<file path="src/hdl/ppr_pkg.sv">
package ppr_pkg;

    localparam int T_FRAC_BITS_DEF = 12;

    // field and port widths
    localparam int TAP_W      = 16;
    localparam int WEIGHT_W   = 18;
    localparam int S_TDATA_W  = 16;
    localparam int M_TDATA_W  = 24;
    localparam int CFG_IDX_W  = 3;
    localparam int CFG_DATA_W = 16;
    localparam int TYPE_W     = 3;
    localparam int KW_W       = 15;
    localparam int COEF_IN_W  = 16;

    // datapath widths
    localparam int U_W       = 16;
    localparam int COEF_W    = 26;
    localparam int ACC_FRAC  = 24;
    localparam int Q24_SHIFT = 10;
    localparam int KQ_W      = COEF_W + Q24_SHIFT;

    localparam int ONE_Q14 = 16384;

    // final scaling: Q24 / 12 -> Q14 is a shift by 12 and a divide by 3
    localparam int FIN_SHIFT  = 12;
    localparam int SAT_SPAN   = 393216;
    localparam int FIN_OFFSET = 6144 + SAT_SPAN * 4096;
    localparam int XP_LIMIT   = 2 * SAT_SPAN;
    localparam int Y_W        = 20;
    localparam int DIV3_MUL   = 699051;
    localparam int DIV3_SHIFT = 21;
    localparam int WEIGHT_BIAS = 131072;
    localparam int WEIGHT_MAX  = 131071;
    localparam int WEIGHT_MIN  = -131072;

    typedef enum logic [TYPE_W-1:0] {
        KT_BOX      = 3'd0,
        KT_BILINEAR = 3'd1,
        KT_BELL     = 3'd2,
        KT_BSPLINE  = 3'd3,
        KT_MITCHELL = 3'd4,
        KT_QUAD     = 3'd5
    } kernel_t;

    typedef enum logic [CFG_IDX_W-1:0] {
        REG_KERNEL_TYPE  = 3'd0,
        REG_KERNEL_WIDTH = 3'd1,
        REG_COEF_B       = 3'd2,
        REG_COEF_C       = 3'd3,
        REG_COEF_R       = 3'd4
    } cfg_reg_t;

    typedef struct packed {
        kernel_t               kernel_type;
        logic [KW_W-1:0]       kernel_width;
        logic [COEF_IN_W-1:0]  coef_b;
        logic [COEF_IN_W-1:0]  coef_c;
        logic [COEF_IN_W-1:0]  coef_r;
    } cfg_t;

    localparam cfg_t CFG_RESET = '{
        kernel_type:  KT_MITCHELL,
        kernel_width: 15'd8192,
        coef_b:       16'd5461,
        coef_c:       16'd5461,
        coef_r:       16'd16384
    };

    // bypass: weight is a constant, one selects 1.0 over 0.0
    typedef struct packed {
        logic bypass;
        logic one;
    } flags_t;

    typedef logic signed [COEF_W-1:0]   coef_t;
    typedef logic signed [KQ_W-1:0]     kq_t;
    typedef logic signed [WEIGHT_W-1:0] weight_t;

endpackage

</file>
<file path="src/hdl/ppr_hstep.sv">
module ppr_hstep
    import ppr_pkg::*;
#(
    parameter int T_FRAC_BITS = T_FRAC_BITS_DEF,
    parameter int ACC_W       = 49,
    parameter int CARRY_W     = 2
) (
    input  logic                    aclk,
    input  logic                    aresetn,
    input  logic                    in_valid,
    output logic                    in_ready,
    input  logic signed [ACC_W-1:0] acc_i,
    input  logic [U_W-1:0]          u_i,
    input  kq_t                     kadd_i,
    input  logic [CARRY_W-1:0]      carry_i,
    output logic                    out_valid,
    input  logic                    out_ready,
    output logic signed [ACC_W-1:0] acc_o,
    output logic [U_W-1:0]          u_o,
    output logic [CARRY_W-1:0]      carry_o
);

    localparam int LO_W = ACC_W / 2;
    localparam int HI_W = ACC_W - LO_W;
    localparam int P_W  = ACC_W + U_W + 1;
    localparam logic [P_W-1:0] HALF = P_W'(1) << (T_FRAC_BITS - 1);

    logic ready_m, ready_s;

    // stage M: partial products of acc * u
    logic                      vm_reg;
    logic [LO_W+U_W-1:0]       lo_reg, lo_next;
    logic signed [HI_W+U_W:0]  hi_reg, hi_next;
    kq_t                       kadd_reg;
    logic [U_W-1:0]            um_reg;
    logic [CARRY_W-1:0]        carrym_reg;

    // stage S: recombine, round, add the next coefficient
    logic                      vs_reg;
    logic signed [P_W-1:0]     sum;
    logic signed [ACC_W-1:0]   acc_reg, acc_next;
    logic [U_W-1:0]            us_reg;
    logic [CARRY_W-1:0]        carrys_reg;

    assign ready_s  = !vs_reg || out_ready;
    assign ready_m  = !vm_reg || ready_s;
    assign in_ready = ready_m;

    assign lo_next = acc_i[LO_W-1:0] * u_i;
    assign hi_next = $signed(acc_i[ACC_W-1:LO_W]) * $signed({1'b0, u_i});

    // floor((acc*u + half) / 2^T) + k == floor((acc*u + half + k*2^T) / 2^T)
    assign sum = (P_W'(hi_reg) <<< LO_W) + P_W'(lo_reg)
               + (P_W'(kadd_reg) <<< T_FRAC_BITS) + HALF;
    assign acc_next = ACC_W'(sum >>> T_FRAC_BITS);

    always_ff @(posedge aclk) begin
        if (!aresetn) begin
            vm_reg <= 1'b0;
            vs_reg <= 1'b0;
        end else begin
            if (ready_m) begin
                vm_reg <= in_valid;
            end
            if (ready_s) begin
                vs_reg <= vm_reg;
            end
        end
    end

    always_ff @(posedge aclk) begin
        if (ready_m) begin
            lo_reg     <= lo_next;
            hi_reg     <= hi_next;
            kadd_reg   <= kadd_i;
            um_reg     <= u_i;
            carrym_reg <= carry_i;
        end
        if (ready_s) begin
            acc_reg    <= acc_next;
            us_reg     <= um_reg;
            carrys_reg <= carrym_reg;
        end
    end

    assign out_valid = vs_reg;
    assign acc_o     = acc_reg;
    assign u_o       = us_reg;
    assign carry_o   = carrys_reg;

endmodule

</file>
<file path="config.mk">
export PLATFORM = sky130hd
export DESIGN_NAME = ppr_hstep
export DESIGN_NICKNAME = d
export VERILOG_FILES = /design/src/hdl/ppr_pkg.sv /design/src/hdl/ppr_hstep.sv
export SDC_FILE = /design/constraint.sdc
export NUM_CORES = 2
export LEC_CHECK = 0
export BUFFER_PORTS_ARGS = -buffer_cell sky130_fd_sc_hd__buf_2
export CAP_MARGIN = 10
export CORE_AREA = 2 2 241 243
export CTS_BUF_LIST = sky130_fd_sc_hd__clkbuf_8
export DETAILED_ROUTE_END_ITERATION = 10
export DIE_AREA = 0 0 243 245
export GPL_TIMING_DRIVEN = 0
export HOLD_SLACK_MARGIN = 0.02
export PLACE_DENSITY = 0.81
export SYNTH_ARGS = -nofsm -noshare
export SYNTH_HDL_FRONTEND = slang
export SYNTH_SLANG_ARGS = --single-unit
</file>
<file path="constraint.sdc">
create_clock -name aclk -period 17.1 [get_ports aclk]
set_input_delay 1.71 -clock aclk [delete_from_list [all_inputs] [get_ports aclk]]
set_output_delay 1.71 -clock aclk [all_outputs]
set_load 0.02 [all_outputs]
</file>
==> tab_implementation.tex <==
\begin{tabular}{lr}
\hline
Metric & Value \\
\hline
\multicolumn{2}{l}{\textbf{Synth}} \\
\quad Sequential cell area fraction in the yosys report & 16.7\% \\
\quad Number of synthesized register bits & 189 \\
\quad Cell count after synthesis & 3,480 \\
\quad Synthesized Nets & 4,543 \\
\quad Synth Area per Inst & 9.73 um2 \\
\quad Number of enable flip-flop cells after synthesis & 187 \\
\quad Netlist Area Pre-Place & 33,900 um2 \\
\quad Ys flop type & sky130\_fd\_sc\_hd\_\_edfxtp\_1 \\
\quad Count of cell types in the netlist & 56 \\
\quad Yosys warns & 0 \\
\quad Share of synthesized registers carrying an async set or reset & 0\% \\
\multicolumn{2}{l}{\textbf{Worst setup path}} \\
\quad Data required time of the worst path & 17,410 ps \\
\quad Critical path capture point type & register \\
\quad Cell with the largest stage delay on the worst path & sky130\_fd\_sc\_hd\_\_clkbuf\_1 \\
\quad Data arrival time of the critical path & 9400 ps \\
\quad Critical path startpoint category & input pin \\
\quad Source of the worst register-to-register timing path & lo\_reg[12] \\
\quad Most used cell along the critical path & sky130\_fd\_sc\_hd\_\_fa\_1 \\
\quad Delay of the slowest critical-path stage & 750 ps \\
\quad Crit path max fanout & 10 \\
\quad Kind of cell adding the most delay to the critical path & adder cells \\
\quad Number of buffer and inverter instances along the worst setup path & 8 \\
\quad Crit Path Category & in2reg \\
\quad Endpoint of the worst-slack reg-to-reg timing path & acc\_o[48] \\
\quad Setup slack of the most critical reg-to-reg path & 12,950 ps \\
\quad FF-to-FF path depth & 13 \\
\multicolumn{2}{l}{\textbf{Hold path}} \\
\quad Worst hold path stage count & 0 \\
\quad HP Start & um\_reg[3] \\
\quad Terminating pin of the worst hold path & u\_o[3] \\
\quad Worst hold-check path type & reg2reg \\
\multicolumn{2}{l}{\textbf{Cells and area}} \\
\quad Commonest non-fill, non-tap cell in the layout & sky130\_fd\_sc\_hd\_\_inv\_1 \\
\quad Layout-stage area growth over the synthesis result & 7.01\% \\
\quad Fraction of layout cells with a size suffix above 1 & 5.96\% \\
\quad Layout net count & 4,739 \\
\quad Highest-count cells in the layout ignoring fill and taps & sky130\_fd\_sc\_hd\_\_inv\_1, sky130\_fd\_sc\_hd\_\_fa\_1, sky130\_fd\_sc\_hd\_\_nand2\_1 \\
\quad Filler instances & 4,647 \\
\quad Flip-flop count of the largest register after layout & 49 \\
\multicolumn{2}{l}{\textbf{Clocking}} \\
\quad Clk Latency, worst-skew pair & 610 ps \\
\quad Number of CTS-inserted buffers & 17 \\
\quad Buffers from clock root to sink, at most & 2 \\
\quad CTS clock-pin slew for the worst setup and hold paths & 120 ps \\
\quad Number of gates given a new drive strength after cts & 0 \\
\quad Clock tree from TritonCTS & done \\
\quad Setup fix buffers added after clock tree synthesis & 0 \\
\quad Clock Root Buffer & sky130\_fd\_sc\_hd\_\_clkbuf\_8 \\
\quad Sinks on Clock Net & 189 \\
\quad Cts hold-fix bufs & 0 \\
\quad H-tree level count & 4 \\
\multicolumn{2}{l}{\textbf{STA}} \\
\quad Final min period & 9090 ps \\
\quad Peak clock frequency supported by timing & 0.110 GHz \\
\quad Ratio of final minimum period to clock period & 53.2\% \\
\quad Max Transition Viols Final & 0 \\
\quad Worst Clk Skew & 54.2 ps \\
\quad Total negative slack & 0 ps \\
\quad Slew of the pin with the lowest slew margin & 1010 ps \\
\quad RSZ-0062 raised after global routing & false \\
\quad Final Hold Fails & 0 \\
\quad Setup-failing EPs final & 0 \\
\quad Slew margin rel. & 32.7\% \\
\multicolumn{2}{l}{\textbf{Placed design}} \\
\quad Placer's final routability congestion estimate & 0.989 \\
\quad Post-DP HPWL & 74.3 mm \\
\quad Count of input and output buffers & 175 \\
\multicolumn{2}{l}{\textbf{Floorplanning}} \\
\quad Num ports & 176 \\
\quad Width of the die & 243 um \\
\quad Initial Utilization & 59.4\% \\
\quad Die height & 245 um \\
\quad Placement Rows & 88 \\
\quad Area of the core & 57,000 um2 \\
\quad Die area & 59,500 um2 \\
\multicolumn{2}{l}{\textbf{Drt}} \\
\quad Detailed-route wire length per cell & 20.2 um \\
\quad Vias after detailed routing & 24.9k \\
\quad Final wirelength & 89.9 mm \\
\quad Number of nets with antenna violations after detailed routing & 0 \\
\quad Vias per cell & 5.58 \\
\quad Drt first pass iters & 6 \\
\quad Violation count after the first detailed-route iteration & 2,130 \\
\quad Number of remaining DRC errors & 0 \\
\multicolumn{2}{l}{\textbf{Global route}} \\
\quad Largest net degree at the start of global routing & 65 \\
\quad Global-route wire length before repair & 142 mm \\
\quad All-layer global routing usage & 31.7\% \\
\quad Final global-route overflow total & 0 \\
\quad Vias in the first global route & 25.9k \\
\quad Number of antenna violations at the first check in global routing & 13 \\
\multicolumn{2}{l}{\textbf{Status}} \\
\quad Status & complete, no violations \\
\multicolumn{2}{l}{\textbf{Run}} \\
\quad Max-Cap Viols & 0 \\
\hline
\end{tabular}
## cell families (layout without fill, tap and decap cells)
family | Yosys count | in the layout | share of synthesized area, %
and+or+nand+nor | 974 | 974 | 13.6
adders and majority gates | 956 | 956 | 50.3
buffers and inverters | 936 | 1145 | 10.4
AOI/OAI and AO/OA | 304 | 304 | 5.86
DFF | 189 | 189 | 16.7
xor gates and xnor gates | 121 | 121 | 3.13
other | 0 | 5 | 0
## through the flow
| step | instance area (um2) | worst slack (ps) | utilization, % | hold slack [ps] | instances |
|---|---|---|---|---|---|
| after global routing | 36200 | 7760 | 63.5 | 439 | 4455 |
| after detailed placement | 35800 | 7570 | 62.7 | 405 | 4422 |
| after floorplan | 33900 | 9420 | - | 400 | 3480 |
| after global placement | 35700 | 7520 | 62.6 | 400 | 4420 |
| final | 36200 | 8010 | 63.5 | 433 | 4459 |
| after CTS | 36200 | 8190 | 63.5 | 426 | 4454 |
## how the worst max path moves through the flow
| stage | from | slack [ps] | depth (start not counted) | endpoint |
|---|---|---|---|---|
| 6_report | u_i[6] | 8010 | 26 | lo_reg[38] |
| 5_1_grt | u_i[6] | 7760 | 26 | lo_reg[38] |
| 4_1_cts | u_i[6] | 8190 | 26 | lo_reg[38] |
| 3_5_place_dp | u_i[6] | 7570 | 26 | lo_reg[38] |
| 3_3_place_gp | u_i[6] | 7520 | 26 | lo_reg[38] |
| 2_1_floorplan | u_i[7] | 9420 | 25 | lo_reg[31] |
## per-layer routing
layer	wire length, um	GRT usage [%]
met5	82	0
met4	4140	13.6
met3	10300	9.44
met2	40600	49.4
met1	34700	41.4
## synth_stat cells (16+ instances only)
master	count	area, um2
sky130_fd_sc_hd__inv_1	798	3000
sky130_fd_sc_hd__fa_1	675	13500
sky130_fd_sc_hd__nand2_1	524	1970
sky130_fd_sc_hd__and2_1	298	1860
sky130_fd_sc_hd__ha_1	281	3520
sky130_fd_sc_hd__edfxtp_1	187	5620
sky130_fd_sc_hd__clkbuf_1	138	518
sky130_fd_sc_hd__a21oi_1	99	495
sky130_fd_sc_hd__xnor2_1	89	780
sky130_fd_sc_hd__a21o_1	69	518
sky130_fd_sc_hd__nor2_1	55	206
sky130_fd_sc_hd__o21ai_0	41	205
sky130_fd_sc_hd__xor2_1	32	280
sky130_fd_sc_hd__nand3_1	20	100
sky130_fd_sc_hd__nand2b_1	18	113
sky130_fd_sc_hd__nor3_1	16	80.1
## cell type report
class	count	area (um2)	area share, %
inverter	798	3000	8.27
antenna	5	12.5	0.0345
multi-input combinational	2355	24700	68.2
timing repair buffer	177	931	2.57
buffer	138	518	1.43
clock buffer	17	234	0.646
sequential	189	5660	15.6
tap	765	957	2.64
clock inverter	15	230	0.635
Power is not shown: default switching activity piles up to over one toggle a cycle in this logic, so the estimate is an artifact.
