$ cat src/hdl/ppr_pkg.sv
package ppr_pkg;

    localparam int T_FRAC_BITS_DEF = 12;

    // field and port widths
    localparam int TAP_W      = 16;
    localparam int WEIGHT_W   = 18;
    localparam int S_TDATA_W  = 16;
    localparam int M_TDATA_W  = 24;
    localparam int CFG_IDX_W  = 3;
    localparam int CFG_DATA_W = 16;
    localparam int TYPE_W     = 3;
    localparam int KW_W       = 15;
    localparam int COEF_IN_W  = 16;

    // datapath widths
    localparam int U_W       = 16;
    localparam int COEF_W    = 26;
    localparam int ACC_FRAC  = 24;
    localparam int Q24_SHIFT = 10;
    localparam int KQ_W      = COEF_W + Q24_SHIFT;

    localparam int ONE_Q14 = 16384;

    // final scaling: Q24 / 12 -> Q14 is a shift by 12 and a divide by 3
    localparam int FIN_SHIFT  = 12;
    localparam int SAT_SPAN   = 393216;
    localparam int FIN_OFFSET = 6144 + SAT_SPAN * 4096;
    localparam int XP_LIMIT   = 2 * SAT_SPAN;
    localparam int Y_W        = 20;
    localparam int DIV3_MUL   = 699051;
    localparam int DIV3_SHIFT = 21;
    localparam int WEIGHT_BIAS = 131072;
    localparam int WEIGHT_MAX  = 131071;
    localparam int WEIGHT_MIN  = -131072;

    typedef enum logic [TYPE_W-1:0] {
        KT_BOX      = 3'd0,
        KT_BILINEAR = 3'd1,
        KT_BELL     = 3'd2,
        KT_BSPLINE  = 3'd3,
        KT_MITCHELL = 3'd4,
        KT_QUAD     = 3'd5
    } kernel_t;

    typedef enum logic [CFG_IDX_W-1:0] {
        REG_KERNEL_TYPE  = 3'd0,
        REG_KERNEL_WIDTH = 3'd1,
        REG_COEF_B       = 3'd2,
        REG_COEF_C       = 3'd3,
        REG_COEF_R       = 3'd4
    } cfg_reg_t;

    typedef struct packed {
        kernel_t               kernel_type;
        logic [KW_W-1:0]       kernel_width;
        logic [COEF_IN_W-1:0]  coef_b;
        logic [COEF_IN_W-1:0]  coef_c;
        logic [COEF_IN_W-1:0]  coef_r;
    } cfg_t;

    localparam cfg_t CFG_RESET = '{
        kernel_type:  KT_MITCHELL,
        kernel_width: 15'd8192,
        coef_b:       16'd5461,
        coef_c:       16'd5461,
        coef_r:       16'd16384
    };

    // bypass: weight is a constant, one selects 1.0 over 0.0
    typedef struct packed {
        logic bypass;
        logic one;
    } flags_t;

    typedef logic signed [COEF_W-1:0]   coef_t;
    typedef logic signed [KQ_W-1:0]     kq_t;
    typedef logic signed [WEIGHT_W-1:0] weight_t;

endpackage

$ cat src/hdl/ppr_select.sv
module ppr_select
    import ppr_pkg::*;
#(
    parameter int T_FRAC_BITS = T_FRAC_BITS_DEF
) (
    input  logic                    aclk,
    input  logic                    aresetn,
    input  logic                    in_valid,
    output logic                    in_ready,
    input  logic signed [TAP_W-1:0] tap_offset,
    input  cfg_t                    cfg,
    output logic                    out_valid,
    input  logic                    out_ready,
    output logic [U_W-1:0]          u_o,
    output kq_t                     k3_o,
    output kq_t                     k2_o,
    output kq_t                     k1_o,
    output kq_t                     k0_o,
    output flags_t                  flags_o
);

    localparam int CMP_W = U_W + 2;

    function automatic kq_t to_q24(coef_t k);
        return kq_t'(k) <<< Q24_SHIFT;
    endfunction

    logic           ready_a, ready_b, ready_c;

    // stage A: magnitude of the offset
    logic           va_reg;
    logic [U_W-1:0] a_reg, a_next;

    // stage B: segment choice and polynomial argument
    logic           vb_reg;
    logic [U_W-1:0] ub_reg, ub_next;
    logic           segb_reg, segb_next;
    flags_t         flagsb_reg, flagsb_next;

    // stage C: coefficient set
    logic           vc_reg;
    logic [U_W-1:0] uc_reg;
    kq_t            k3_reg, k2_reg, k1_reg, k0_reg;
    kq_t            k3_next, k2_next, k1_next, k0_next;
    flags_t         flagsc_reg;

    logic [CMP_W-1:0] a_x, a2_x, a3_x, w_x;
    logic             a_le_w, a_ge_w, a2_lt_w, a3_lt_w, a3_le_w;
    logic [U_W-1:0]   u_far;

    coef_t bs, cs, rs, k3c, k2c, k1c;
    kq_t   wq;

    assign ready_c  = !vc_reg || out_ready;
    assign ready_b  = !vb_reg || ready_c;
    assign ready_a  = !va_reg || ready_b;
    assign in_ready = ready_a;

    assign a_next = tap_offset[TAP_W-1] ? U_W'(-tap_offset) : U_W'(tap_offset);

    assign a_x     = CMP_W'(a_reg);
    assign a2_x    = a_x << 1;
    assign a3_x    = a_x + a2_x;
    assign w_x     = CMP_W'(cfg.kernel_width);
    assign a_le_w  = a_x <= w_x;
    assign a_ge_w  = a_x >= w_x;
    assign a2_lt_w = a2_x < w_x;
    assign a3_lt_w = a3_x < w_x;
    assign a3_le_w = a3_x <= w_x;
    assign u_far   = U_W'(w_x - a_x);

    always_comb begin
        flagsb_next = '{bypass: 1'b0, one: 1'b0};
        segb_next   = 1'b0;
        ub_next     = a_reg;
        unique case (cfg.kernel_type)
            KT_BOX: begin
                flagsb_next.bypass = 1'b1;
                flagsb_next.one    = a_le_w;
            end
            KT_BILINEAR: begin
                ub_next = u_far;
            end
            KT_BELL: begin
                segb_next = !a3_lt_w;
                ub_next   = segb_next ? u_far : a_reg;
            end
            KT_BSPLINE: begin
                segb_next = !a2_lt_w;
                ub_next   = segb_next ? u_far : a_reg;
            end
            KT_MITCHELL: begin
                segb_next = !a2_lt_w;
            end
            KT_QUAD: begin
                segb_next = !a3_le_w;
            end
            default: begin
                flagsb_next.bypass = 1'b1;
            end
        endcase
        // zero at or beyond the half-width
        if (cfg.kernel_type != KT_BOX && a_ge_w) begin
            flagsb_next = '{bypass: 1'b1, one: 1'b0};
        end
    end

    assign bs = coef_t'(cfg.coef_b);
    assign cs = coef_t'(cfg.coef_c);
    assign rs = coef_t'(cfg.coef_r);
    assign wq = kq_t'(cfg.kernel_width) <<< (ACC_FRAC - T_FRAC_BITS);

    // coefficients of twelve times the kernel: k3..k1 built in Q14 and shifted to Q24, k0 in Q24
    always_comb begin
        k3c     = '0;
        k2c     = '0;
        k1c     = '0;
        k0_next = '0;
        unique case (cfg.kernel_type)
            KT_BILINEAR: begin
                k1c = coef_t'(12 * ONE_Q14);
            end
            KT_BELL: begin
                if (!segb_reg) begin
                    k2c     = coef_t'(-12 * ONE_Q14);
                    k0_next = kq_t'(6) * wq;
                end else begin
                    k2c = coef_t'(6 * ONE_Q14);
                end
            end
            KT_BSPLINE: begin
                if (!segb_reg) begin
                    k3c     = coef_t'(6 * ONE_Q14);
                    k2c     = coef_t'(-12 * ONE_Q14);
                    k0_next = wq <<< 2;
                end else begin
                    k3c = coef_t'(2 * ONE_Q14);
                end
            end
            KT_MITCHELL: begin
                if (!segb_reg) begin
                    k3c     = coef_t'(24 * ONE_Q14) - coef_t'(18) * bs - coef_t'(12) * cs;
                    k2c     = coef_t'(-36 * ONE_Q14) + coef_t'(24) * bs + coef_t'(12) * cs;
                    k0_next = to_q24(coef_t'(12 * ONE_Q14) - coef_t'(4) * bs);
                end else begin
                    k3c     = -(coef_t'(2) * bs) - coef_t'(12) * cs;
                    k2c     = coef_t'(12) * bs + coef_t'(60) * cs;
                    k1c     = -(coef_t'(24) * bs) - coef_t'(96) * cs;
                    k0_next = to_q24(coef_t'(16) * bs + coef_t'(48) * cs);
                end
            end
            KT_QUAD: begin
                if (!segb_reg) begin
                    k2c     = -(coef_t'(24) * rs);
                    k0_next = to_q24(coef_t'(6) * rs + coef_t'(6 * ONE_Q14));
                end else begin
                    k2c     = coef_t'(12) * rs;
                    k1c     = -(coef_t'(24) * rs) - coef_t'(6 * ONE_Q14);
                    k0_next = to_q24(coef_t'(9) * rs + coef_t'(9 * ONE_Q14));
                end
            end
            default: begin
                k3c = '0;
            end
        endcase
        k3_next = to_q24(k3c);
        k2_next = to_q24(k2c);
        k1_next = to_q24(k1c);
    end

    always_ff @(posedge aclk) begin
        if (!aresetn) begin
            va_reg <= 1'b0;
            vb_reg <= 1'b0;
            vc_reg <= 1'b0;
        end else begin
            if (ready_a) begin
                va_reg <= in_valid;
            end
            if (ready_b) begin
                vb_reg <= va_reg;
            end
            if (ready_c) begin
                vc_reg <= vb_reg;
            end
        end
    end

    always_ff @(posedge aclk) begin
        if (ready_a) begin
            a_reg <= a_next;
        end
        if (ready_b) begin
            ub_reg     <= ub_next;
            segb_reg   <= segb_next;
            flagsb_reg <= flagsb_next;
        end
        if (ready_c) begin
            uc_reg     <= ub_reg;
            flagsc_reg <= flagsb_reg;
            k3_reg     <= k3_next;
            k2_reg     <= k2_next;
            k1_reg     <= k1_next;
            k0_reg     <= k0_next;
        end
    end

    assign out_valid = vc_reg;
    assign u_o       = uc_reg;
    assign k3_o      = k3_reg;
    assign k2_o      = k2_reg;
    assign k1_o      = k1_reg;
    assign k0_o      = k0_reg;
    assign flags_o   = flagsc_reg;

endmodule

$ cat config.mk
export PLATFORM = sky130hd
export DESIGN_NAME = ppr_select
export DESIGN_NICKNAME = d
export VERILOG_FILES = /design/src/hdl/ppr_pkg.sv /design/src/hdl/ppr_select.sv
export SDC_FILE = /design/constraint.sdc
export NUM_CORES = 1
export LEC_CHECK = 0
export BUFFER_PORTS_ARGS = -buffer_cell sky130_fd_sc_hd__buf_4
export CORE_MARGIN = 2
export CORE_UTILIZATION = 60
export CTS_CLUSTER_SIZE = 14
export DETAILED_ROUTE_END_ITERATION = 10
export GPL_TIMING_DRIVEN = 0
export PLACE_DENSITY = 0.81
export SLEW_MARGIN = 20
export SYNTH_ARGS = -nofsm -noshare
export SYNTH_HDL_FRONTEND = slang
export SYNTH_SLANG_ARGS = --single-unit
$ cat constraint.sdc
create_clock -name aclk -period 13.5 [get_ports aclk]
set_clock_uncertainty 0.05 [all_clocks]
set_input_delay 2.7 -clock aclk [delete_from_list [all_inputs] [get_ports aclk]]
set_output_delay 2.7 -clock aclk [all_outputs]
set_load 0.05 [all_outputs]
==> run metrics <==
clk sinks 152; Yosys warning total 0; chip height 198 um; Yosys top cell by area ha_1; Power Internal 1.87 mW; Slowest Stage Delay on Critical Path 0.67 ns; Starting DRT DRC Count 2191; Post-Syn Area per Cell 8.65 um2; DP HPWL 63.2 mm; Net Sw Frac 51.2%; unrepaired setup endpoints after global routing false; Overflow after GRT 0; WP data arrival 8.53 ns; gpl congestion 1.00; # IOs 250; largest net degree at the start of global routing 83; Place WS 4.68 ns; Hold Violations, Final 0; worst IR drop on VDD 122 uV; slowest cell on the critical path o41ai_1; overall power 3.84 mW; maxcap violations 0; GRT Total Usage 39.5%; CP required 13.62 ns; CP max FO 5; CTS root buf clkbuf_16; Final Cycle Share 62.3%; vias in the first global route 20800; WHS Path Cells 0; setup bufs post-CTS 0; DRC 0; Clock power frac 13.4%; final instance area 25400 um2; vias per cell 6.52; H-tree lvl count 4; ys flop type edfxtp_1; crit path kind in -> reg; CTS Buffer Depth 2; top cell type's share of synthesized area 21.2%; First-pass DRT Iterations 7; # hold bufs at CTS 0; Slew @ Worst Pin 1.26 ns; initial antenna violation count 2; final worst slack 5.09 ns; Seq/Total Area, Yosys 20.2%; Layout area overhead 12.9%; max FFs per register 25; Synth area leaders ha_1 (21%), edfxtp_1 (20%), xnor2_1 (6.7%); share of power burned in registers 16.6%; Final ANT Viol Nets 0; EDFF count, synth 149; setup violators final 0; Mapped Cells 2598; TritonCTS clock tree built; CP cell instances buf_4 -> fa_1 -> fa_1 -> ha_1 -> nor2b_1 -> o21ai_0 -> a21boi_0 -> o41ai_1 -> o21ai_0 -> nor2_1 -> ha_1 -> a21o_1 -> a21o_1 -> a21o_1 -> or3_1 -> a211oi_1 -> nor3_1 -> o21a_1 -> o21bai_1 -> xor2_1 -> o221ai_1; Slew Limit Fails 0; Initial Util 61.1%; Die Footprint 39000 um2; Placed Instance Area 24800 um2; global-route wire length before repair 117 mm; Yosys cell types 94; Synth Register Bits 152; aggregate routed wire length 77.9 mm; core area 36800 um2; Leak 12.0 nW; row cnt 70; routed length per placed instance 23.3 um; most used cell, CP a21o_1; crit path launch type input port; post-layout net count 3373; critical path capture point type flip-flop; setup TNS 0 ns; relative slew slack 15.9%; clock slew at reported path FFs 0.07 ns; Final min period 8.41 ns; Via Count 21800; outcome finished clean; Synth async-reset ratio 0%; clock latency on the worst-skew pair 0.48 ns; I/O Buffers 201; Inserted Diodes 0; post-CTS resize count 0; Switch Pwr 1.97 mW; worst hold path type reg -> reg; fmax 0.119 GHz; Mapped Area 22500 um2; width of the die 198 um; cells on worst reg2reg path 18; Logic pwr share 70.0%; Num CTS Buffers 17; layout cells sized above 1 11.7%; Power Density 151 nW/um2
power groups by stage:
stage / Sequential, mW / Clock [mW] / Combinational, mW
after floorplan: 0.828 / 0 / 1.71
after global routing: 0.642 / 0.529 / 2.88
after global placement: 0.643 / 0 / 2.53
after CTS: 0.636 / 0.513 / 2.60
final: 0.636 / 0.515 / 2.69
after detailed placement: 0.646 / 0 / 2.58
metrics by stage:
step	utilization [%]	hold WS (ns)	cells
6_report	69.0	0.369	3345
5_1_grt	69.0	0.368	3345
4_1_cts	69.0	0.372	3345
3_5_place_dp	67.3	0.355	3313
3_3_place_gp	67.2	0.350	3312
2_1_floorplan	-	0.350	2643
cell usage after synthesis, types with 9 or more instances:
cell / instances
ha_1: 380
or3_1: 35
a21oi_1: 203
a221oi_1: 9
nor2b_1: 27
inv_1: 196
xnor2_1: 173
buf_4: 48
clkbuf_1: 40
o31ai_1: 17
o211ai_1: 24
mux2i_1: 20
xor2_1: 87
and3_1: 36
edfxtp_1: 149
a211o_1: 12
nand2_1: 155
o22ai_1: 11
o21a_1: 34
a31oi_1: 26
nand3_1: 43
fa_1: 43
a21boi_0: 18
nor2_1: 193
a211oi_1: 30
a21o_1: 84
a31o_2: 9
nor4_1: 10
nand3b_1: 11
o221ai_1: 10
nand2b_1: 29
o21ai_0: 148
a222oi_1: 9
o21bai_1: 26
nor3_1: 59
nand4_1: 20
layout by cell type (no fill, tap or decap), types with 10 or more instances in the layout:
cell | netlist | final
or3_1 | 35 | 35
o22ai_1 | 11 | 11
nand3_1 | 43 | 43
o21ai_0 | 148 | 148
nor3_1 | 59 | 59
o211ai_1 | 24 | 24
nand3b_1 | 11 | 11
fa_1 | 43 | 43
nand2b_1 | 29 | 29
mux2i_1 | 20 | 20
a211oi_1 | 30 | 30
xnor2_1 | 173 | 173
a211o_1 | 12 | 12
a21boi_0 | 18 | 18
clkbuf_16 | 0 | 17
nor2b_1 | 27 | 27
buf_4 | 48 | 249
nor4_1 | 10 | 10
o31ai_1 | 17 | 17
nor2_1 | 193 | 193
nand4_1 | 20 | 20
clkbuf_1 | 40 | 40
edfxtp_1 | 149 | 149
nand2_1 | 155 | 155
a21oi_1 | 203 | 203
o21a_1 | 34 | 34
and3_1 | 36 | 36
xor2_1 | 87 | 87
conb_1 | 1 | 46
a31oi_1 | 26 | 26
inv_1 | 196 | 195
o221ai_1 | 10 | 10
a21o_1 | 84 | 84
ha_1 | 380 | 380
o21bai_1 | 26 | 26
cells by family (layout without fill, tap and decap cells):
kind of cell,count (synthesis),count (layout),share of synthesized area [%]
AO/OA/AOI/OAI,773,773,23.0
AND/OR/NAND/NOR,662,662,14.4
adder cells (fa/ha/maj),423,423,25.0
buffers and inverters,298,532,5.82
XOR/XNOR,260,260,10.1
flip-flops,152,152,20.2
multiplexers,29,29,1.44
other,1,46,0.0167
final timing paths:
path	from	end	slack, ns
max	cfg[17]	k2_o[31]	5.09
min	ub_reg[14]	u_o[14]	0.37
max reg2reg	a_reg[1]	ub_reg[0]	8.27
min reg2reg	ub_reg[14]	u_o[14]	0.37
critical path: cells and delay by family:
| kind | cells | cell delay (ns) |
|---|---|---|
| AND/OR/NAND/NOR | 4 | 0.92 |
| AO/OA/AOI/OAI | 11 | 2.92 |
| XOR/XNOR | 1 | 0.17 |
| adder cells (fa/ha/maj) | 4 | 1.67 |
| buffers and inverters | 1 | 0.14 |
layout make-up:
| cell class | count | area [um2] |
|---|---|---|
| multi-input combinational | 2193 | 16800 |
| fill | 2957 | 11400 |
| sequential | 152 | 4530 |
| timing repair buffer | 202 | 1540 |
| inverter | 200 | 756 |
| tap | 468 | 586 |
| buffer | 98 | 557 |
| clock buffer | 17 | 425 |
| clock inverter | 15 | 180 |
metal layers:
| layer | share of wire (%) | track usage [%] | wire length [um] |
|---|---|---|---|
| met5 | 0.015 | 0 | 12 |
| met4 | 4.9 | 18.5 | 3810 |
| met3 | 9.9 | 7.46 | 7700 |
| met2 | 45 | 63.2 | 34700 |
| met1 | 41 | 51.4 | 31700 |
No activity file was read; power rests on OpenSTA's default activity.
