## config.mk

```make
export PLATFORM = sky130hd
export DESIGN_NAME = ppr_fin
export DESIGN_NICKNAME = d
export VERILOG_FILES = /design/src/hdl/ppr_pkg.sv /design/src/hdl/ppr_fin.sv
export SDC_FILE = /design/constraint.sdc
export NUM_CORES = 1
export LEC_CHECK = 0
export BUFFER_PORTS_ARGS = -buffer_cell sky130_fd_sc_hd__buf_4
export CAP_MARGIN = 20
export CELL_PAD_IN_SITES_DETAIL_PLACEMENT = 1
export CELL_PAD_IN_SITES_GLOBAL_PLACEMENT = 1
export CORE_MARGIN = 4
export CORE_UTILIZATION = 45
export CTS_CLUSTER_SIZE = 24
export DETAILED_ROUTE_END_ITERATION = 8
export GPL_ROUTABILITY_DRIVEN = 0
export PLACE_DENSITY = 0.82
export REMOVE_ABC_BUFFERS = 1
export SLEW_MARGIN = 5
export SYNTH_ARGS = -nofsm -noshare
export SYNTH_HDL_FRONTEND = slang
export SYNTH_SLANG_ARGS = --single-unit
export TNS_END_PERCENT = 20
```

## constraint.sdc

```tcl
create_clock -name aclk -period 7.22 [get_ports aclk]
set_input_delay 1.444 -clock aclk [delete_from_list [all_inputs] [get_ports aclk]]
set_output_delay 1.444 -clock aclk [all_outputs]
set_load 0.03 [all_outputs]
```

## src/hdl/ppr_pkg.sv

```systemverilog
package ppr_pkg;

    localparam int T_FRAC_BITS_DEF = 12;

    // field and port widths
    localparam int TAP_W      = 16;
    localparam int WEIGHT_W   = 18;
    localparam int S_TDATA_W  = 16;
    localparam int M_TDATA_W  = 24;
    localparam int CFG_IDX_W  = 3;
    localparam int CFG_DATA_W = 16;
    localparam int TYPE_W     = 3;
    localparam int KW_W       = 15;
    localparam int COEF_IN_W  = 16;

    // datapath widths
    localparam int U_W       = 16;
    localparam int COEF_W    = 26;
    localparam int ACC_FRAC  = 24;
    localparam int Q24_SHIFT = 10;
    localparam int KQ_W      = COEF_W + Q24_SHIFT;

    localparam int ONE_Q14 = 16384;

    // final scaling: Q24 / 12 -> Q14 is a shift by 12 and a divide by 3
    localparam int FIN_SHIFT  = 12;
    localparam int SAT_SPAN   = 393216;
    localparam int FIN_OFFSET = 6144 + SAT_SPAN * 4096;
    localparam int XP_LIMIT   = 2 * SAT_SPAN;
    localparam int Y_W        = 20;
    localparam int DIV3_MUL   = 699051;
    localparam int DIV3_SHIFT = 21;
    localparam int WEIGHT_BIAS = 131072;
    localparam int WEIGHT_MAX  = 131071;
    localparam int WEIGHT_MIN  = -131072;

    typedef enum logic [TYPE_W-1:0] {
        KT_BOX      = 3'd0,
        KT_BILINEAR = 3'd1,
        KT_BELL     = 3'd2,
        KT_BSPLINE  = 3'd3,
        KT_MITCHELL = 3'd4,
        KT_QUAD     = 3'd5
    } kernel_t;

    typedef enum logic [CFG_IDX_W-1:0] {
        REG_KERNEL_TYPE  = 3'd0,
        REG_KERNEL_WIDTH = 3'd1,
        REG_COEF_B       = 3'd2,
        REG_COEF_C       = 3'd3,
        REG_COEF_R       = 3'd4
    } cfg_reg_t;

    typedef struct packed {
        kernel_t               kernel_type;
        logic [KW_W-1:0]       kernel_width;
        logic [COEF_IN_W-1:0]  coef_b;
        logic [COEF_IN_W-1:0]  coef_c;
        logic [COEF_IN_W-1:0]  coef_r;
    } cfg_t;

    localparam cfg_t CFG_RESET = '{
        kernel_type:  KT_MITCHELL,
        kernel_width: 15'd8192,
        coef_b:       16'd5461,
        coef_c:       16'd5461,
        coef_r:       16'd16384
    };

    // bypass: weight is a constant, one selects 1.0 over 0.0
    typedef struct packed {
        logic bypass;
        logic one;
    } flags_t;

    typedef logic signed [COEF_W-1:0]   coef_t;
    typedef logic signed [KQ_W-1:0]     kq_t;
    typedef logic signed [WEIGHT_W-1:0] weight_t;

endpackage

```

## src/hdl/ppr_fin.sv

```systemverilog
module ppr_fin
    import ppr_pkg::*;
#(
    parameter int ACC_W = 49
) (
    input  logic                    aclk,
    input  logic                    aresetn,
    input  logic                    in_valid,
    output logic                    in_ready,
    input  logic signed [ACC_W-1:0] acc_i,
    input  flags_t                  flags_i,
    output logic                    out_valid,
    input  logic                    out_ready,
    output weight_t                 weight_o
);

    localparam int Z_W  = ACC_W + 1;
    localparam int XP_W = Z_W - FIN_SHIFT;

    logic ready_1, ready_2, ready_3;

    // stage 1: round, scale by 1/4096, offset into the unsigned divide range
    logic                   v1_reg;
    logic signed [Z_W-1:0]  z;
    logic signed [XP_W-1:0] xp;
    logic [Y_W-1:0]         y_reg;
    logic                   hs1_reg, ls1_reg;
    flags_t                 flags1_reg;

    // stage 2: divide by three through the reciprocal
    logic                   v2_reg;
    logic [2*Y_W-1:0]       prod;
    logic [WEIGHT_W-1:0]    q_reg;
    logic                   hs2_reg, ls2_reg;
    flags_t                 flags2_reg;

    // stage 3: bypass and saturation select, output register
    logic                   vo_reg;
    weight_t                weight_reg, weight_next;

    assign ready_3  = !vo_reg || out_ready;
    assign ready_2  = !v2_reg || ready_3;
    assign ready_1  = !v1_reg || ready_2;
    assign in_ready = ready_1;

    assign z    = Z_W'(acc_i) + Z_W'(FIN_OFFSET);
    assign xp   = XP_W'(z >>> FIN_SHIFT);
    assign prod = y_reg * Y_W'(DIV3_MUL);

    always_comb begin
        priority if (flags2_reg.bypass) begin
            weight_next = flags2_reg.one ? weight_t'(ONE_Q14) : '0;
        end else if (hs2_reg) begin
            weight_next = weight_t'(WEIGHT_MAX);
        end else if (ls2_reg) begin
            weight_next = weight_t'(WEIGHT_MIN);
        end else begin
            weight_next = weight_t'(q_reg - WEIGHT_W'(WEIGHT_BIAS));
        end
    end

    always_ff @(posedge aclk) begin
        if (!aresetn) begin
            v1_reg <= 1'b0;
            v2_reg <= 1'b0;
            vo_reg <= 1'b0;
        end else begin
            if (ready_1) begin
                v1_reg <= in_valid;
            end
            if (ready_2) begin
                v2_reg <= v1_reg;
            end
            if (ready_3) begin
                vo_reg <= v2_reg;
            end
        end
    end

    always_ff @(posedge aclk) begin
        if (ready_1) begin
            y_reg      <= xp[Y_W-1:0];
            hs1_reg    <= xp >= XP_W'(XP_LIMIT);
            ls1_reg    <= xp[XP_W-1];
            flags1_reg <= flags_i;
        end
        if (ready_2) begin
            q_reg      <= prod[DIV3_SHIFT +: WEIGHT_W];
            hs2_reg    <= hs1_reg;
            ls2_reg    <= ls1_reg;
            flags2_reg <= flags1_reg;
        end
        if (ready_3) begin
            weight_reg <= weight_next;
        end
    end

    assign out_valid = vo_reg;
    assign weight_o  = weight_reg;

endmodule

```

==> results by group, run 1 <==
Outcome
  – Run status: completed

STA
  – Slew Viols, Final: 0
  – Fin crit share: 91.18%
  – Worst-Margin Slew: 0.9548 ns
  – Setup Skew: 0.006292 ns
  – Hold Vio Cnt, Final: 0
  – Maximum clock rate: 151.9 MHz
  – Slew Limit Headroom: 36.19%
  – Tmin final: 6.583 ns
  – Setup TNS: 0 ns
  – Finish-stage setup viols: 0
  – RSZ-0062 raised after global routing: no

Hold path
  – Hold Startpoint: hs1_reg$_DFFE_PP_
  – HP Class: register to register

CTS
  – Max Buffers Root-to-Sink: 2
  – Post-CTS Setup Inserts: 0
  – Htree depth: 3
  – Post-CTS sizing: 0
  – Clock buffer count from CTS: 9
  – Post-CTS Hold Fix Bufs: 0
  – Clk slew on worst S/H paths: 0.06 ns
  – Clock sink total: 67
  – Clk Tree Root Cell: clkbuf_16
  – CTS tree: done
  – Clk_lat worst skew: 0.35 ns

Cells and area
  – Proportion of layout cells with a drive suffix above 1: 9.342%
  – Largest register FFs: 20
  – Fin nets: 1417
  – # fillers: 2485
  – Synthesis-to-layout area growth: 11.18%
  – Inserted Diodes: 0

Route
  – Routed Antenna Nets: 0
  – Total number of vias: 7181
  – DRC errors left: 0
  – WL final: 25.86 mm
  – Vias/cell: 5.403
  – Drt first-iter violations: 250
  – TritonRoute pass-1 iters: 6
  – Wire length per cell: 19.46 microns

Global route
  – Global-route wire length before repair: 42.70 mm
  – Initial antenna violation count: 0
  – Gr usage total: 22.34%
  – Pin count of the biggest net entering global routing: 27
  – Grt ovf: 0
  – Vias in the first global route: 8264

Setup path
  – CP arrival: 6.68 ns
  – Worst Setup End Kind: register
  – Critical path class: register to register
  – FF-to-FF Start: y_reg[7]$_DFFE_PP_
  – Worst Path Max Fanout: 8
  – Critical path launch point: y_reg[7]$_DFFE_PP_
  – CP Data Required Time: 7.31 ns
  – Worst setup SP type: register

Floorplan
  – Chip Width: 157.5 microns
  – Initial Util: 45.97%
  – Die H: 157.5 microns
  – Total die area: 24820 sq um
  – Core ar.: 21890 sq um
  – Core Rows: 54
  – I/O pins: 75

Place
  – Detailed placement HPWL: 22.38 mm
  – PortBufs: 63

Logic synthesis
  – Synthesized netlist cell count: 973
  – Largest family of logic cells by synthesized area: adder cells
  – Main synth FF type: edfxtp_1
  – Yosys reg bits: 67
  – Asr flop ratio synth: 0%
  – Post-Synth XOR/XNOR Area: 4.003%
  – Warnings from Yosys: 0
  – Unique masters post-synth: 64
  – Adder-Cell Fraction of Synth Area: 49.53%
  – Compound-gate portion of the synthesized area: 9.064%
  – Post-Syn Area per Cell: 10.34 sq um
  – Post-synth EDFFs: 64
  – Portion of netlist area occupied by mux cells: 0.1989%
  – Seq/Total Area, Yosys: 19.69%
  – Area share of and/or/nand/nor cells after synthesis: 8.467%
  – Post-Syn Area: 10060 sq um

Run
  – Max Cap Violations: 0
==> stage by stage <==
step / util, % / std cells / setup WS [ns] / area, sq um / hold slack, ns
after CTS: 51.11 / 1329 / 0.6362 / 11190 / 0.4194
final: 51.11 / 1329 / 0.6368 / 11190 / 0.4175
after global routing: 51.11 / 1329 / 0.4123 / 11190 / 0.4282
after detailed placement: 49.73 / 1313 / 0.7007 / 10890 / 0.4056
after global placement: 49.73 / 1313 / 0.8375 / 10890 / 0.4013
after floorplan: - / 967 / 1.404 / 10040 / 0.4003
==> cell usage after synthesis (all sizes together), types with 2 or more instances <==
library cell    n  area share (%)
a211o           2            0.17
a31oi           8            0.56
fa            134              27
buf             2           0.075
a311oi          3            0.26
nand2b          3            0.19
xnor2          26             2.3
nand2          32             1.2
nand3          14            0.70
dfxtp           3            0.60
clkinv          2           0.087
nor2b           8            0.50
o21bai          2            0.15
and2            7            0.44
o211ai          7            0.52
a211oi          9            0.67
o21ai          22             1.1
ha            184              23
a21oi          45             2.3
and4            5            0.44
a21boi          3            0.22
or2             4            0.25
nor2           51             1.9
mux2i           2            0.20
clkbuf          4            0.15
o2111ai         6            0.52
edfxtp         64              19
nor4            3            0.48
o31ai           2            0.20
nand4          13             1.1
a21bo           2            0.20
o21a            5            0.37
a31o            2            0.17
a22oi           3            0.22
nor3            8            0.40
inv           234             8.7
xor2           20             1.7
and3            5            0.31
a21o           10            0.76
or3             3            0.19
==> cell usage in the layout, fill, tap and decap left out, types with 11 or more instances in the layout <==
| cell | Yosys | routed |
|---|---|---|
| xnor2_1 | 26 | 26 |
| fa_1 | 134 | 134 |
| o21ai_0 | 14 | 14 |
| edfxtp_1 | 64 | 64 |
| nand4_1 | 11 | 11 |
| inv_1 | 234 | 234 |
| nor2_1 | 50 | 50 |
| ha_1 | 184 | 184 |
| nand2_1 | 32 | 32 |
| xor2_1 | 20 | 20 |
| nand3_1 | 14 | 14 |
| a21oi_1 | 44 | 44 |
| buf_4 | 0 | 66 |
==> metal layers <==
metal  global-route usage (%)  part of all wire (%)  vias up  wire (microns)
met5                        0                     0        -               0
met4                    7.292                   3.1        0             793
met3                    4.097                   4.4       49            1127
met2                    39.34                    51      173           13060
met1                    27.75                    42     3589           10880
li1                         -                     -     3370               -
==> kinds of logic (layout without fill, tap and decap cells) <==
kind of cell / Yosys count / count (layout)
flops: 67 / 67
simple gates: 160 / 160
compound gates: 138 / 138
fa+ha+maj: 318 / 318
mux: 2 / 2
xor+xnor: 46 / 46
buf+inv: 242 / 318
==> critical path, stage by stage, from the launching register on <==
cell       delay [ns]
edfxtp_1         0.60
ha_1             0.45
fa_1             0.60
inv_1            0.11
fa_1             0.55
fa_1             0.56
inv_1            0.06
fa_1             0.51
fa_1             0.49
ha_1             0.32
ha_1             0.39
and4_1           0.26
nor3b_2          0.35
nand3_1          0.12
o221ai_1         0.42
o2111ai_1        0.22
a31oi_1          0.23
xor2_1           0.09
==> path summary, 6_finish.rpt <==
| check | end | slack (ns) | depth (start not counted) |
|---|---|---|---|
| worst max-delay path | q_reg[16]$_DFFE_PP_ | 0.64 | 17 |
| worst min register to register | hs2_reg$_DFFE_PP_ | 0.42 | 0 |
| worst min-delay path | hs2_reg$_DFFE_PP_ | 0.42 | 0 |
| worst max register to register | q_reg[16]$_DFFE_PP_ | 0.64 | 17 |
==> final cells by class <==
class / count / area [sq um] / share of cell area, %
inverter: 236 / 887.1 / 7.929
clock buffer: 9 / 225.2 / 2.013
sequential: 67 / 1982 / 17.71
clock inverter: 7 / 76.32 / 0.6822
multi-input combinational: 664 / 7172 / 64.10
tap: 280 / 350.3 / 3.131
timing repair buffer: 66 / 495.5 / 4.429
Power of run 1 is not shown: default switching activity piles up to over one toggle a cycle in this logic, so the estimate is an artifact.
==> run 2: changes to the inputs <==
--- a/config.mk
+++ b/config.mk
@@ -11,9 +11,11 @@
 export CELL_PAD_IN_SITES_GLOBAL_PLACEMENT = 1
 export CORE_MARGIN = 4
 export CORE_UTILIZATION = 45
+export CTS_BUF_LIST = sky130_fd_sc_hd__clkbuf_8
 export CTS_CLUSTER_SIZE = 24
 export DETAILED_ROUTE_END_ITERATION = 8
 export GPL_ROUTABILITY_DRIVEN = 0
+export HOLD_SLACK_MARGIN = 0.15
 export PLACE_DENSITY = 0.82
 export REMOVE_ABC_BUFFERS = 1
 export SLEW_MARGIN = 5
==> run 2 against run 1 <==
- largest cell class unchanged
- sequential share of layout area is 0.16 points higher
- global-route usage is 0.28 points lower
- critical endpoint unchanged
- via count is 1.3% lower
==> results by group, run 2 (synthesized netlist as in run 1, its figures left out) <==
Setup path
  – CP max stage cell: edfxtp_1
  – Worst Setup End Kind: register
  – Crit path top cell by count: fa_1
  – Slowest stage delay, CP: 0.60 ns
  – Worst Path Max Fanout: 8
  – CP Data Required Time: 7.36 ns
  – CP Cell Sequence: ha_1 > fa_1 > inv_1 > fa_1 > fa_1 > inv_1 > fa_1 > fa_1 > ha_1 > ha_1 > and4_1 > nor3b_2 > nand3_1 > o221ai_1 > o2111ai_1 > a31oi_1 > xor2_1
  – Worst reg-to-reg setup slack: 0.70 ns
  – FF-to-FF Start: y_reg[7]$_DFFE_PP_
  – Worst setup SP type: register
  – Worst R2R Path Depth: 17
  – Critical path class: register to register
  – CP arrival: 6.66 ns
  – WP buf/inv: 2
  – Reg2reg end: q_reg[16]$_DFFE_PP_
  – Top delay family on crit path: adder cells

Cells and area
  – Proportion of layout cells with a drive suffix above 1: 9.342%
  – Commonest non-fill, non-tap cell in the layout: inv_1
  – Fin nets: 1417
  – Largest register FFs: 20
  – Most frequent cells in the layout: 234 x inv_1, 184 x ha_1, 134 x fa_1
  – Synthesis-to-layout area growth: 10.17%
  – Inserted Diodes: 0
  – # fillers: 2504

STA
  – Setup Skew: 0.01674 ns
  – Fin crit share: 90.36%
  – Hold Vio Cnt, Final: 0
  – Slew Viols, Final: 0
  – RSZ-0062 raised after global routing: no
  – Worst-Margin Slew: 0.9356 ns
  – Slew Limit Headroom: 37.47%
  – Setup TNS: 0 ns
  – Finish-stage setup viols: 0
  – Maximum clock rate: 153.3 MHz
  – Tmin final: 6.524 ns

Hold path
  – Worst Hold Depth: 0
  – HP Class: register to register
  – Worst Hold Endpoint: hs2_reg$_DFFE_PP_
  – Hold Startpoint: hs1_reg$_DFFE_PP_

Route
  – Total number of vias: 7090
  – TritonRoute pass-1 iters: 4
  – Routed Antenna Nets: 0
  – WL final: 25.34 mm
  – Wire length per cell: 19.07 microns
  – DRC errors left: 0
  – Vias/cell: 5.335
  – Drt first-iter violations: 218

Global route
  – Global-route wire length before repair: 42.21 mm
  – Vias in the first global route: 8205
  – Initial antenna violation count: 0
  – Gr usage total: 22.05%
  – Pin count of the biggest net entering global routing: 27
  – Grt ovf: 0

CTS
  – Post-CTS Setup Inserts: 0
  – Clock sink total: 67
  – Clock buffer count from CTS: 9
  – Clk slew on worst S/H paths: 0.08 ns
  – Post-CTS Hold Fix Bufs: 0
  – Clk Tree Root Cell: clkbuf_8
  – Max Buffers Root-to-Sink: 2
  – Clk_lat worst skew: 0.38 ns
  – Htree depth: 3
  – CTS tree: done
  – Post-CTS sizing: 0

Place
  – Detailed placement HPWL: 22.38 mm
  – PortBufs: 63

Floorplan
  – I/O pins: 75
  – Chip Width: 157.5 microns
  – Core ar.: 21890 sq um
  – Core Rows: 54
  – Total die area: 24820 sq um
  – Initial Util: 45.97%
  – Die H: 157.5 microns

Outcome
  – Run status: completed

Run
  – Max Cap Violations: 0
[run 2: cell count changes in the layout (fill, tap and decap cells not counted)]
cell / change
clkbuf_16: -9
clkbuf_8: +9
[run 2: worst register-to-register path: stages, from the launching register on]
cell,delay (ns)
edfxtp_1,0.60
ha_1,0.44
fa_1,0.57
inv_1,0.10
fa_1,0.55
fa_1,0.57
inv_1,0.06
fa_1,0.51
fa_1,0.49
ha_1,0.32
ha_1,0.39
and4_1,0.26
nor3b_2,0.35
nand3_1,0.12
o221ai_1,0.43
o2111ai_1,0.22
a31oi_1,0.23
xor2_1,0.09
[run 2: area by class of cell]
type	instances	area, sq um	share of cell area (%)
clock inverters	7	76.32	0.6884
well taps	280	350.3	3.160
inverters	236	887.1	8.001
clock buffers	9	123.9	1.117
flip-flops and latches	67	1982	17.88
multi-input cells	664	7172	64.69
repair buffers	66	495.5	4.469
[run 2: stage by stage]
stage / hold slack [ns] / util (%) / setup WS [ns] / area, sq um / std cells
final: 0.4219 / 50.65 / 0.6960 / 11090 / 1329
after global routing: 0.4338 / 50.65 / 0.4935 / 11090 / 1329
after CTS: 0.4244 / 50.65 / 0.6885 / 11090 / 1329
after detailed placement: 0.4056 / 49.73 / 0.7007 / 10890 / 1313
after global placement: 0.4013 / 49.73 / 0.8375 / 10890 / 1313
after floorplan: 0.4003 / - / 1.404 / 10040 / 967
[run 2: layer usage]
metal  wire, microns  track usage (%)  up-vias
met5               0                0        -
met4             697            6.923        0
met2           12840            38.80      163
met1           10620            27.63     3513
li1                -                -     3369
met3            1183            3.959       45
[run 2: worst max path at each step]
stage,endpoint,slack [ns],startpoint,depth (start not counted)
floorplan,q_reg[16]$_DFFE_PP_,1.40,y_reg[7]$_DFFE_PP_,19
global placement,q_reg[16]$_DFFE_PP_,0.84,y_reg[7]$_DFFE_PP_,17
detailed placement,q_reg[16]$_DFFE_PP_,0.70,y_reg[7]$_DFFE_PP_,17
CTS,q_reg[16]$_DFFE_PP_,0.69,y_reg[7]$_DFFE_PP_,17
global route,q_reg[16]$_DFFE_PP_,0.49,y_reg[7]$_DFFE_PP_,17
finish,q_reg[16]$_DFFE_PP_,0.70,y_reg[7]$_DFFE_PP_,17
Power of run 2 is left out for the same reason.
